--- src/sst_pkg.sv ---
// shared types and codes for the small set table
package sst_pkg;

    localparam int VALUE_W  = 32;
    localparam int INDEX_W  = 5;
    localparam int OUT_POSW = 6;

    typedef enum logic [1:0] {
        MODE_LOOKUP = 2'd0,
        MODE_INSERT = 2'd1,
        MODE_DELETE = 2'd2,
        MODE_READ   = 2'd3
    } t_mode;

    typedef enum logic [1:0] {
        ST_OK       = 2'd0,
        ST_PRESENT  = 2'd1,
        ST_NOTFOUND = 2'd2,
        ST_FULL     = 2'd3
    } t_status;

endpackage

--- src/small_set_table.sv ---
// set of distinct values in arrival order with sequential search and shift
// a read by index passes through the registered memory read; a bad index answers at once;
//   lookup and insert scan from entry 0 up to the count; a delete hit shifts the later entries down
// a new request is taken only while busy is low
// result is shown for one cycle with o_valid; the receiver cannot stall
// synchronous active-low reset empties the set; entries need no clearing
module small_set_table #(
    parameter int CAPACITY = 32
) (
    input  logic                        i_clk,
    input  logic                        i_rst_n,
    input  logic                        start,
    output logic                        busy,
    input  logic [1:0]                  i_mode,
    input  logic signed [31:0]          i_value,
    input  logic [4:0]                  i_index,
    output logic                        o_valid,
    output logic [1:0]                  o_status,
    output logic                        o_found,
    output logic [5:0]                  o_position,
    output logic [5:0]                  o_count,
    output logic signed [31:0]          o_read_value
);

    // pointer/count width holds CAPACITY itself, address width indexes the memory
    localparam int CW = $clog2(CAPACITY + 1);
    localparam int PW = $clog2(CAPACITY);
    localparam int IW = (CW > sst_pkg::INDEX_W) ? CW : sst_pkg::INDEX_W;

    typedef enum logic [2:0] {
        S_IDLE,
        S_FETCH,      // issue read of entry at pointer, or end of scan
        S_CMP,        // compare fetched entry with the request value
        S_SHIFT_RD,   // read the next entry during a delete
        S_SHIFT_WR,   // write it one place down
        S_READ_RD,    // read by index
        S_READ_OUT
    } t_state;

    t_state               r_state;
    sst_pkg::t_mode       r_mode;
    logic [31:0]          r_value;
    logic [CW-1:0]        r_ptr;
    logic [CW-1:0]        r_count;

    // registered result beat
    logic                 r_valid;
    sst_pkg::t_status     r_status;
    logic                 r_found;
    logic [CW-1:0]        r_pos;
    logic [CW-1:0]        r_out_count;
    logic [31:0]          r_read_value;

    // entry memory, one write and one registered read a cycle
    logic [31:0]          r_mem [CAPACITY];
    logic [31:0]          r_rd_data;

    logic [CW:0]          ptr_inc;
    logic [PW-1:0]        mem_rd_addr;
    logic                 mem_we;
    logic [PW-1:0]        mem_wr_addr;
    logic [31:0]          mem_wr_data;
    logic                 hit;
    logic                 set_full;
    logic                 scan_end;
    logic [IW-1:0]        idx_ext;
    logic [IW-1:0]        cnt_ext;

    assign ptr_inc  = {1'b0, r_ptr} + 1'b1;
    assign hit      = (r_rd_data == r_value);
    assign set_full = (r_count == CW'(CAPACITY));
    assign scan_end = (r_ptr == r_count);
    assign idx_ext  = IW'(i_index);
    assign cnt_ext  = IW'(r_count);

    // memory port control: the shift reads one ahead of the pointer
    always_comb begin
        mem_rd_addr = (r_state == S_SHIFT_RD) ? ptr_inc[PW-1:0] : r_ptr[PW-1:0];
        mem_we      = 1'b0;
        mem_wr_addr = r_count[PW-1:0];
        mem_wr_data = r_value;
        if (r_state == S_SHIFT_WR) begin
            mem_we      = 1'b1;
            mem_wr_addr = r_ptr[PW-1:0];
            mem_wr_data = r_rd_data;
        end else if (r_state == S_FETCH && scan_end &&
                     r_mode == sst_pkg::MODE_INSERT && !set_full) begin
            // append at the old count
            mem_we = 1'b1;
        end
    end

    always_ff @(posedge i_clk) begin
        if (mem_we) begin
            r_mem[mem_wr_addr] <= mem_wr_data;
        end
        r_rd_data <= r_mem[mem_rd_addr];
    end

    // sequencer and result registers
    always_ff @(posedge i_clk) begin
        if (!i_rst_n) begin
            r_state <= S_IDLE;
            r_count <= '0;
            r_valid <= 1'b0;
        end else begin
            r_valid <= 1'b0;
            unique case (r_state)
                S_IDLE: begin
                    if (start) begin
                        r_mode  <= sst_pkg::t_mode'(i_mode);
                        r_value <= i_value;
                        if (sst_pkg::t_mode'(i_mode) == sst_pkg::MODE_READ) begin
                            if (idx_ext < cnt_ext) begin
                                r_ptr   <= CW'(idx_ext);
                                r_state <= S_READ_RD;
                            end else begin
                                // bad index answers at once
                                r_valid      <= 1'b1;
                                r_status     <= sst_pkg::ST_NOTFOUND;
                                r_found      <= 1'b0;
                                r_pos        <= '0;
                                r_out_count  <= r_count;
                                r_read_value <= '0;
                            end
                        end else begin
                            r_ptr   <= '0;
                            r_state <= S_FETCH;
                        end
                    end
                end
                S_FETCH: begin
                    if (scan_end) begin
                        // value absent
                        r_valid      <= 1'b1;
                        r_found      <= 1'b0;
                        r_pos        <= r_count;
                        r_read_value <= '0;
                        r_state      <= S_IDLE;
                        if (r_mode == sst_pkg::MODE_INSERT) begin
                            if (set_full) begin
                                r_status    <= sst_pkg::ST_FULL;
                                r_out_count <= r_count;
                            end else begin
                                r_status    <= sst_pkg::ST_OK;
                                r_count     <= ptr_inc[CW-1:0];
                                r_out_count <= ptr_inc[CW-1:0];
                            end
                        end else begin
                            r_status    <= sst_pkg::ST_NOTFOUND;
                            r_out_count <= r_count;
                        end
                    end else begin
                        r_state <= S_CMP;
                    end
                end
                S_CMP: begin
                    if (hit) begin
                        r_found      <= 1'b1;
                        r_pos        <= r_ptr;
                        r_read_value <= '0;
                        if (r_mode == sst_pkg::MODE_DELETE) begin
                            r_state <= S_SHIFT_RD;
                        end else begin
                            r_valid     <= 1'b1;
                            r_out_count <= r_count;
                            r_status    <= (r_mode == sst_pkg::MODE_INSERT) ?
                                           sst_pkg::ST_PRESENT : sst_pkg::ST_OK;
                            r_state     <= S_IDLE;
                        end
                    end else begin
                        r_ptr   <= ptr_inc[CW-1:0];
                        r_state <= S_FETCH;
                    end
                end
                S_SHIFT_RD: begin
                    if (ptr_inc >= {1'b0, r_count}) begin
                        // last entry reached, drop the tail
                        r_count     <= r_count - 1'b1;
                        r_out_count <= r_count - 1'b1;
                        r_status    <= sst_pkg::ST_OK;
                        r_valid     <= 1'b1;
                        r_state     <= S_IDLE;
                    end else begin
                        r_state <= S_SHIFT_WR;
                    end
                end
                S_SHIFT_WR: begin
                    r_ptr   <= ptr_inc[CW-1:0];
                    r_state <= S_SHIFT_RD;
                end
                S_READ_RD: begin
                    r_state <= S_READ_OUT;
                end
                S_READ_OUT: begin
                    r_valid      <= 1'b1;
                    r_status     <= sst_pkg::ST_OK;
                    r_found      <= 1'b0;
                    r_pos        <= '0;
                    r_out_count  <= r_count;
                    r_read_value <= r_rd_data;
                    r_state      <= S_IDLE;
                end
                default: begin
                    r_state <= S_IDLE;
                end
            endcase
        end
    end

    assign busy         = (r_state != S_IDLE);
    assign o_valid      = r_valid;
    assign o_status     = r_status;
    assign o_found      = r_found;
    assign o_position   = sst_pkg::OUT_POSW'(r_pos);
    assign o_count      = sst_pkg::OUT_POSW'(r_out_count);
    assign o_read_value = r_read_value;

endmodule

--- config.mk ---
export PLATFORM = sky130hd
export DESIGN_NAME = small_set_table
export DESIGN_NICKNAME = d
export VERILOG_FILES = /design/src/sst_pkg.sv /design/src/small_set_table.sv
export SDC_FILE = /design/constraint.sdc
export NUM_CORES = 1
export LEC_CHECK = 0
export BUFFER_PORTS_ARGS = -buffer_cell sky130_fd_sc_hd__buf_2
export CORE_MARGIN = 4
export CORE_UTILIZATION = 54
export CTS_CLUSTER_DIAMETER = 200
export DETAILED_ROUTE_END_ITERATION = 10
export PLACE_DENSITY = 0.7
export SYNTH_ARGS = -nofsm -noshare
export SYNTH_HDL_FRONTEND = slang
export SYNTH_SLANG_ARGS = --single-unit
--- constraint.sdc ---
create_clock -name i_clk -period 13.6 [get_ports i_clk]
set_clock_uncertainty 0.05 [all_clocks]
set_input_delay 0.68 -clock i_clk [delete_from_list [all_inputs] [get_ports i_clk]]
set_output_delay 0.68 -clock i_clk [all_outputs]
set_load 0.02 [all_outputs]
# Word level (Yosys, flattened, before mapping)
# Memory sizes are Yosys's and may differ from the RTL's. A register that Yosys moved wholly into a read port is not among the register bits.
# Index checks and enable logic that the tools add are counted.
dict set report word_totals {
  ff_bits 97
  latchBits 0
  ram_bits 1024
  mem_bits_ro 0
  inputBits 42
  out_inout_bits 49
  elab_cells 121
  mem_count 1
}
dict set report classes {
  n_addsub 2
  multipliers 0
  div 0
  magnitude_cmp 2
  eq_ne 21
  shifts 0
  mux 68
  n_bitwise 0
  n_reduce_logical 16
}
# memory words width read_ports rd_ports_with_merged_regs write_ports line
set memory_table {}
lappend memory_table {r_mem 32 32 1 1 1 small_set_table.sv:55} ;# logic [31:0] r_mem [CAPACITY];
# cell count
set ops {}
lappend ops {{32-bit 2-to-1 mux} 6}
lappend ops {{32-bit one-hot mux with 4 select lines} 1}
lappend ops {{6-bit 2-to-1 mux} 18}
lappend ops {{32-bit equality test} 1}
lappend ops {{6-bit one-hot mux with 5 select lines} 1}
lappend ops {{6-bit one-hot mux with 4 select lines} 1}
lappend ops {{2-bit 2-to-1 mux} 11}
lappend ops {{3-bit one-hot mux with 6 select lines} 1}
lappend ops {{6-bit one-hot mux with 3 select lines} 1}
lappend ops {{1-bit 2-to-1 mux} 17}
lappend ops {{3-bit 2-to-1 mux} 5}
lappend ops {{2-bit != test, second input constant} 7}
lappend ops {{6-bit one-hot mux with 2 select lines} 1}
lappend ops {{5-bit 2-to-1 mux} 2}
lappend ops {{2-bit one-hot mux with 5 select lines} 1}
lappend ops {{3-bit equality test, second input constant} 3}
lappend ops {{9-bit AND reduction} 1}
lappend ops {{6-bit by 1-bit adder with 7-bit output, second input constant} 1}
lappend ops {{7-bit by 6-bit greater-or-equal comparator with 1-bit output} 1}
lappend ops {{7-bit AND reduction} 1}
lappend ops {{3-bit by 2-bit equality test with 1-bit output, second input constant} 2}
lappend ops {{6-bit equality test} 1}
lappend ops {{6-bit equality test, second input constant} 1}
lappend ops {{5-bit by 6-bit < comparator with 1-bit output} 1}
lappend ops {{other kinds (18)} 23}

# Depth between registers and ports, before layout
# Gate-level depths: netlist of the first run.
dict set report depth {
  ltp_word 8
  ltp_mapped 12
  depth_no_buf 10
}

# Worst setup path before layout of the first run
# OpenSTA, ideal clock, no wires.
dict set report synth_timing {
  path_kind {reg-to-reg}
  start {register r_ptr[2]}
  end {register r_found (netlist: o_found), enable pin}
  setup_ns 0.495
  arrival_time_ns 4.539
  required_ns 13.055
  path_slack_ns 8.515
  stages_incl_launch_ff 9
  synth_period_minus_slack_ns 5.085
  path_cell_list {edfxtp_1 > buf_2 > buf_4 > xnor2_1 > nand4_1 > nor3_1 > o21ai_0 > a211oi_1 > a21boi_0}
}
dict set report synth_between {
  elab_chain_cells 3
}
# item line
set synth_lines {}
lappend synth_lines {{start: declaration} small_set_table.sv:43} ;# logic [CW-1:0] r_ptr;
lappend synth_lines {{start signal: assignment} small_set_table.sv:115} ;# r_ptr <= CW'(idx_ext);
lappend synth_lines {{start signal: assignment} small_set_table.sv:172} ;# r_ptr <= ptr_inc[CW-1:0];
lappend synth_lines {{start signal: assignment} small_set_table.sv:189} ;# r_ptr <= ptr_inc[CW-1:0];
lappend synth_lines {{6-bit equality test} small_set_table.sv:72} ;# assign scan_end = (r_ptr == r_count);
lappend synth_lines {{2-bit != test (no line)} --}
lappend synth_lines {{7-bit AND reduction (no line)} --}
lappend synth_lines {{end signal: assignment} small_set_table.sv:121} ;# r_found <= 1'b0;
lappend synth_lines {{end signal: assignment} small_set_table.sv:136} ;# r_found <= 1'b0;
lappend synth_lines {{end signal: assignment} small_set_table.sv:159} ;# r_found <= 1'b1;
lappend synth_lines {{end: declaration} small_set_table.sv:49} ;# logic r_found;
# Every way passes these cells.
# A chain may end at the register's enable or synchronous reset.

# Final worst setup path of the first run
dict set report layout_timing {
  start {register r_ptr[1]}
  end {register r_rd_data[6] (read register of r_mem)}
}
dict set report layout_between {
  elab_chain_cells 2
}
# item line
set layout_lines {}
lappend layout_lines {{6-bit by 1-bit adder with 7-bit output} small_set_table.sv:69} ;# assign ptr_inc = {1'b0, r_ptr} + 1'b1;
lappend layout_lines {{5-bit 2-to-1 mux (*)} small_set_table.sv:78} ;# mem_rd_addr = (r_state == S_SHIFT_RD) ? ptr_inc[PW-1:0] : r_ptr[PW-1:0];
lappend layout_lines {{end: declaration} small_set_table.sv:56} ;# logic [31:0] r_rd_data;
# Mark *: on every way between the ends. The rest lies on a longest branch, timed or not.

==> run_results.csv, run 1 <==
group,metric,value,unit
floorplanning,die_w,301.6,um
synthesis,synth.most_common_cell,"edfxtp_1",
timing,tightestPinTransition,1284,ps
layout,regArea,0.03420,sq mm
setup_path,path_class,"flip-flop to flip-flop",
clock_tree,post_cts_buffers,0,
floorplanning,coreArea,0.08528,sq mm
synthesis,yosys_warnings,0,
setup_path,crit_top_cell,"buf_4",
layout,nets,3306,
drt,vias_per_cell,6.621,
synthesis,synth_top_area_share,71.69,%
drt,drtPass1Iterations,6,
synthesis,yosys.area.top_type,"edfxtp_1",
synthesis,syn_area,0.04653,sq mm
setup_path,end_kind,"flip-flop",
synthesis,synth-seq-cells,1153,
run_status,status,"finished, final reports clean",
layout,multi_input_area,0.01154,sq mm
timing,slew_violations,0,
synthesis,synthTopCellsByCount,"edfxtp_1 (1,111), nor2_1 (438), o21ai_0 (207)",
synthesis,synth_cell_types,74,
floorplanning,start_util,54.57,%
global_routing,grt_overflow,0,
synthesis,syn_inst,3202,
floorplanning,core.rowCount,107,
global_routing,antenna_found_initial,5,
placement,place_hpwl,70690,um
timing,finalCritPeriodShare,45.57,%
drt,num_vias,29753,
global_routing,grt_pass1_vias,28724,
setup_path,crit_fanout,76,
placement,portBuffers,90,
floorplanning,die_area,0.09093,sq mm
layout,fillers,6216,
synthesis,synthArstFlopShare,0,%
clock_tree,cts.clk_slew.worst_paths,60,ps
clock_tree,insertion_delay,710,ps
global_routing,grt_pass1_wl,192500,um
drt,drt_iter0_markers,4617,
clock_tree,htree_levels,3,
synthesis,synth.avg_cell_area,14.53,sq um
synthesis,ys.flop_type,"edfxtp_1",
global_routing,met1_usage,39.27,%
power,power.density,152.2,mW/mm^2
setup_path,crit_path_max_incr_delay,960,ps
synthesis,yosysSeqAreaShare,73.50,%
synthesis,synth_area_leaders,"edfxtp_1 (72%), nor2_1 (3.5%), o21ai_0 (2.2%)",
setup_path,path_cells,"ha_1 -> nand4b_4 -> xor2_4 -> nor2_4 -> buf_4 -> buf_4 -> a21oi_1 -> a22o_1 -> nor4_2",
floorplanning,die_h,301.6,um
timing,hold_viol_final,0,
clock_tree,root_buffer,"clkbuf_16",
setup_path,cp_slowest_cell,"edfxtp_1",
layout,area_growth,11.54,%
setup_path,path_buf_inv,2,
timing,hold_ws,105.6,ps
floorplanning,pin_count,91,
clock_tree,clock-sinks,1153,
global_routing,gr-usage-met2,45.24,%
clock_tree,holdBufCountCts,0,
timing,finalSetupViolations,0,
setup_path,cp_top_family,"simple AND/OR/NAND/NOR gates",
timing,finalSetupTns,0,ps
placement,place.gp.congestion,0.9033,
clock_tree,cts_made_buffers,112,
drt,ant_nets,0,
drt,wire_per_inst,29.72,um
timing,rsz0062_at_grt,"no",
hold_path,hold_class,"input port to flip-flop",
timing,slew_headroom,14.18,%
drt,drc,0,
timing,fmax,161.4,MHz
timing,period_minus_slack,6198,ps
global_routing,grt.busiest_layer,"met2",
clock_tree,cts-resized-gates,0,
layout,layout-drive-gt1-share,14.03,%
global_routing,grt.met3_usage,7.221,%
clock_tree,cts_tree,"done",
power,p_leak,17.12,nW
synthesis,syn-num-nets,3257,
setup_path,cp-start-kind,"flip-flop",
setup_path,arrival,6740,ps
drt,routed_wl,133600,um
synthesis,synth-edff-count,1111,
global_routing,grt_max_degree,160,
power,ir_drop,0.1007,mV
global_routing,grt_use_total,29.03,%
clock_tree,clockBufferDepth,3,
setup_path,cp.required,14140,ps
run,cap_violations,0,
-- final cells by class --
cell class | instances | share of cell area [%]
sequential | 1153 | 65.90
multi-input combinational | 1809 | 22.24
clock buffer | 141 | 5.708
tap | 1144 | 2.758
timing repair buffer | 160 | 1.929
clock inverter | 71 | 1.357
inverter | 15 | 0.1085
antenna | 1 | 0.004821
-- placed cells by master, fill, tap and decap left out, types with 65 or more instances in the layout --
master / n
o21ai_0: 207
edfxtp_1: 1111
a21oi_1: 88
and3_1: 65
a22oi_1: 73
nand2_1: 192
clkbuf_16: 113
buf_2: 90
nor4_1: 78
buf_4: 68
mux2i_1: 83
nor2_1: 406
-- sequential cells by signal, summed over array words and instances (netlist names) --
signal and count:
r_rd_data 32, o_found 1, o_read_value 32, o_valid 1
cnt_ext 6, r_value 32, o_position 6, r_ptr 6
o_count 6, o_status 2, r_mem 1024, r_state 3
r_mode 2
-- worst paths after layout --
| path | from | end | slack, ps | depth (start not counted) |
|---|---|---|---|---|
| worst max-delay path | r_ptr[1] | r_rd_data[6] | 7400 | 9 |
| worst max register to register | r_ptr[1] | r_rd_data[6] | 7400 | 9 |
| worst min register to register | r_rd_data[28] | o_read_value[28] | 540 | 1 |
| worst min-delay path | i_value[0] | r_value[0] | 110 | 1 |
-- per-layer routing --
metal,share of wire [%],routed length (um)
met4,4.6,6197
met5,0,0
met1,37,49400
met3,13,16910
met2,46,61060
-- stage by stage --
stage	instances	cell area, sq um	total power [mW]	utilization (%)	setup slack, ps
after global placement	4281	48230	4.866	56.56	7698
after floorplan	3202	46530	4.607	-	8515
final	4494	51900	7.901	60.86	7402
after detailed placement	4281	48230	4.884	56.56	7538
after global routing	4493	51900	8.134	60.86	7094
after CTS	4493	51900	7.914	60.86	7507
-- logic make-up after synthesis --
| kind of cell | synth area share (%) |
|---|---|
| adder cells (fa/ha/maj) | 0.3496 |
| buffers and inverters | 2.562 |
| XOR/XNOR | 0.9465 |
| AND/OR/NAND/NOR | 9.443 |
| flip-flops | 73.50 |
| AO/OA/AOI/OAI | 9.693 |
| multiplexers | 3.504 |
-- where the power goes --
part           total [mW]  internal, mW  switching (mW)
registers            4.09          4.00          0.0926
clock network        3.07          1.74            1.32
logic               0.747         0.215           0.532
-- worst register-to-register path: stages, from the launching register on --
cell	delay (ps)
edfxtp_1	960
ha_1	500
nand4b_4	890
xor2_4	520
nor2_4	830
buf_4	920
buf_4	670
a21oi_1	190
a22o_1	290
nor4_2	270
No activity file was read; power rests on OpenSTA's default activity.
==> inputs of run 2 (changes only) <==
- PLACE_DENSITY: 0.7 -> 0.73
- clock period: 13.6 -> 5 ns (I/O delays scaled with it)
==> run 2 against run 1 <==
Maximum frequency increased by 49%. Final area increased by 2.0%. Clock power increased to 2.7 times the previous value. Sequential power increased to 2.7 times the previous value. Via count increased by 0.11%. Final cell count increased by 2.1%. Register-to-register slack got worse by 6600 ps. Combinational power increased to 3.1 times the previous value. Worst setup slack got worse by 6600 ps. Critical path depth decreased by 1. First-iteration DRC count decreased by 1.8%. Sequential cell count unchanged. Critical endpoint is now r_mem[21][12]. Largest cell class unchanged. Largest power group unchanged.
==> run_results.csv, run 2 (synthesized netlist as in run 1, its figures left out) <==
group,metric,value,unit
drt,drtPass1Iterations,8,
floorplanning,die_w,301.6,um
layout,multi_input_area,0.01154,sq mm
power,power_frac_seq,51.2,%
global_routing,grt_pass1_vias,28096,
setup_path,path_cells,"inv_1 -> ha_1 -> and4_1 -> nand2b_1 -> nor4_1 -> a21oi_2 -> buf_4 -> nor2_4",
floorplanning,die_area,0.09093,sq mm
layout,largest_reg_flops,1024,
floorplanning,pin_count,91,
floorplanning,coreArea,0.08528,sq mm
clock_tree,post_cts_buffers,0,
power,p_sw_share,24.75,%
global_routing,grt_use_total,27.18,%
power,ir_drop,0.3348,mV
run_status,status,"finished, final reports clean",
drt,wire_per_inst,27.38,um
layout,area_growth,13.72,%
power,p_leak,17.63,nW
clock_tree,cts_tree,"done",
timing,hold_viol_final,0,
setup_path,crit_fanout,32,
timing,period_minus_slack,4163,ps
clock_tree,htree_levels,3,
setup_path,cp_slowest_cell,"nor2_4",
placement,dp.cells,4348,
global_routing,grt_overflow,0,
power,total_power,21.71,mW
drt,drc,0,
timing,finalCritPeriodShare,83.27,%
floorplanning,core.rowCount,107,
drt,drt_iter0_markers,4533,
timing,hold_ws,112.0,ps
power,p_clk_share,38.2,%
floorplanning,die_h,301.6,um
timing,slew_violations,0,
power,p_switching,5.373,mW
timing,finalSetupTns,0,ps
power,power.density,410.2,mW/mm^2
drt,ant_nets,0,
timing,fmax,240.2,MHz
global_routing,grt_max_degree,87,
layout,layout-drive-gt1-share,15.58,%
setup_path,crit_path_max_incr_delay,900,ps
clock_tree,cts.clk_slew.worst_paths,60,ps
global_routing,antenna_found_initial,4,
timing,tightestPinTransition,1377,ps
run,cap_violations,0,
global_routing,grt_pass1_wl,184200,um
setup_path,cp_top_family,"simple AND/OR/NAND/NOR gates",
placement,portBuffers,90,
timing,slew_headroom,7.946,%
layout,antenna_cells,0,
layout,fillers,6013,
placement,place_hpwl,77050,um
timing,finalSetupViolations,0,
setup_path,cp-start-kind,"flip-flop",
clock_tree,root_buffer,"clkbuf_16",
layout,final_cell_mix,"edfxtp_1 (1,111), nor2_1 (406), o21ai_0 (207)",
clock_tree,cts_made_buffers,109,
setup_path,arrival,4400,ps
setup_path,path_buf_inv,2,
layout,nets,3410,
clock_tree,clockBufferDepth,3,
layout,regArea,0.03420,sq mm
setup_path,path_class,"flip-flop to flip-flop",
power,p_comb_share,10.6,%
layout,largest-register,"r_mem",
drt,num_vias,29785,
setup_path,cp.required,5230,ps
clock_tree,cts-resized-gates,0,
drt,vias_per_cell,6.489,
clock_tree,insertion_delay,680,ps
power,p_int,16.33,mW
clock_tree,clock-sinks,1153,
layout,fin_cells,4590,
hold_path,hold_class,"input port to flip-flop",
setup_path,end_kind,"flip-flop",
placement,place.gp.congestion,0.9306,
layout,final_common_cell,"edfxtp_1",
drt,routed_wl,125700,um
timing,rsz0062_at_grt,"no",
floorplanning,start_util,54.57,%
[run 2: metal layers]
metal | global-route usage, % | vias up | part of all wire (%)
met5 | 0 | - | 0.010
met1 | 40.91 | 14805 | 40
met4 | 7.720 | 2 | 2.9
li1 | - | 12664 | -
met2 | 40.15 | 2085 | 44
met3 | 6.213 | 229 | 13
[run 2: path summary, 6_finish.rpt]
check / start / endpoint / slack [ps] / cells past startpoint
worst max-delay path: cnt_ext[1] / r_mem[21][12] / 840 / 8
worst min-delay path: start / r_state[2] / 110 / 5
worst max register to register: cnt_ext[1] / r_mem[21][12] / 840 / 8
worst min register to register: cnt_ext[5] / cnt_ext[5] / 580 / 2
[run 2: layout make-up]
cell class	instances	area share, %
Sequential cell	1153	64.64
Multi-Input combinational cell	1809	21.81
Clock buffer	136	5.462
Timing Repair Buffer	267	3.977
Tap cell	1144	2.705
Clock inverter	66	1.305
Inverter	15	0.1064
[run 2: power groups by stage]
stage	sequential [mW]	clock (mW)	combinational (mW)
after global routing	11.1	8.77	2.43
after CTS	11.1	8.34	2.25
after global placement	11.3	0	2.15
final	11.1	8.29	2.30
after floorplan	11.1	0	1.38
after detailed placement	11.3	0	2.21
[run 2: worst reg2reg max path: cells and delay by family (launching register included)]
family | cells | cell delay (ps)
flip-flops | 1 | 530
AO/OA/AOI/OAI | 1 | 400
buffers and inverters | 2 | 470
adder cells (fa/ha/maj) | 1 | 250
AND/OR/NAND/NOR | 4 | 2000
[run 2: through the flow]
stage          setup slack [ps]  instance area [sq um]  util [%]
2_1_floorplan             934.8                  46530         -
6_report                  836.7                  52920     62.05
4_1_cts                   899.1                  52920     62.05
3_5_place_dp              908.1                  48940     57.38
5_1_grt                   629.7                  52920     62.05
3_3_place_gp               1061                  48940     57.38
[run 2: repair_timing]
| action | in CTS | in global routing |
|---|---|---|
| endpoints found under the setup margin | 0 | 0 |
| hold endpoints to repair | 43 | 0 |
| hold buffers | 40 | 0 |
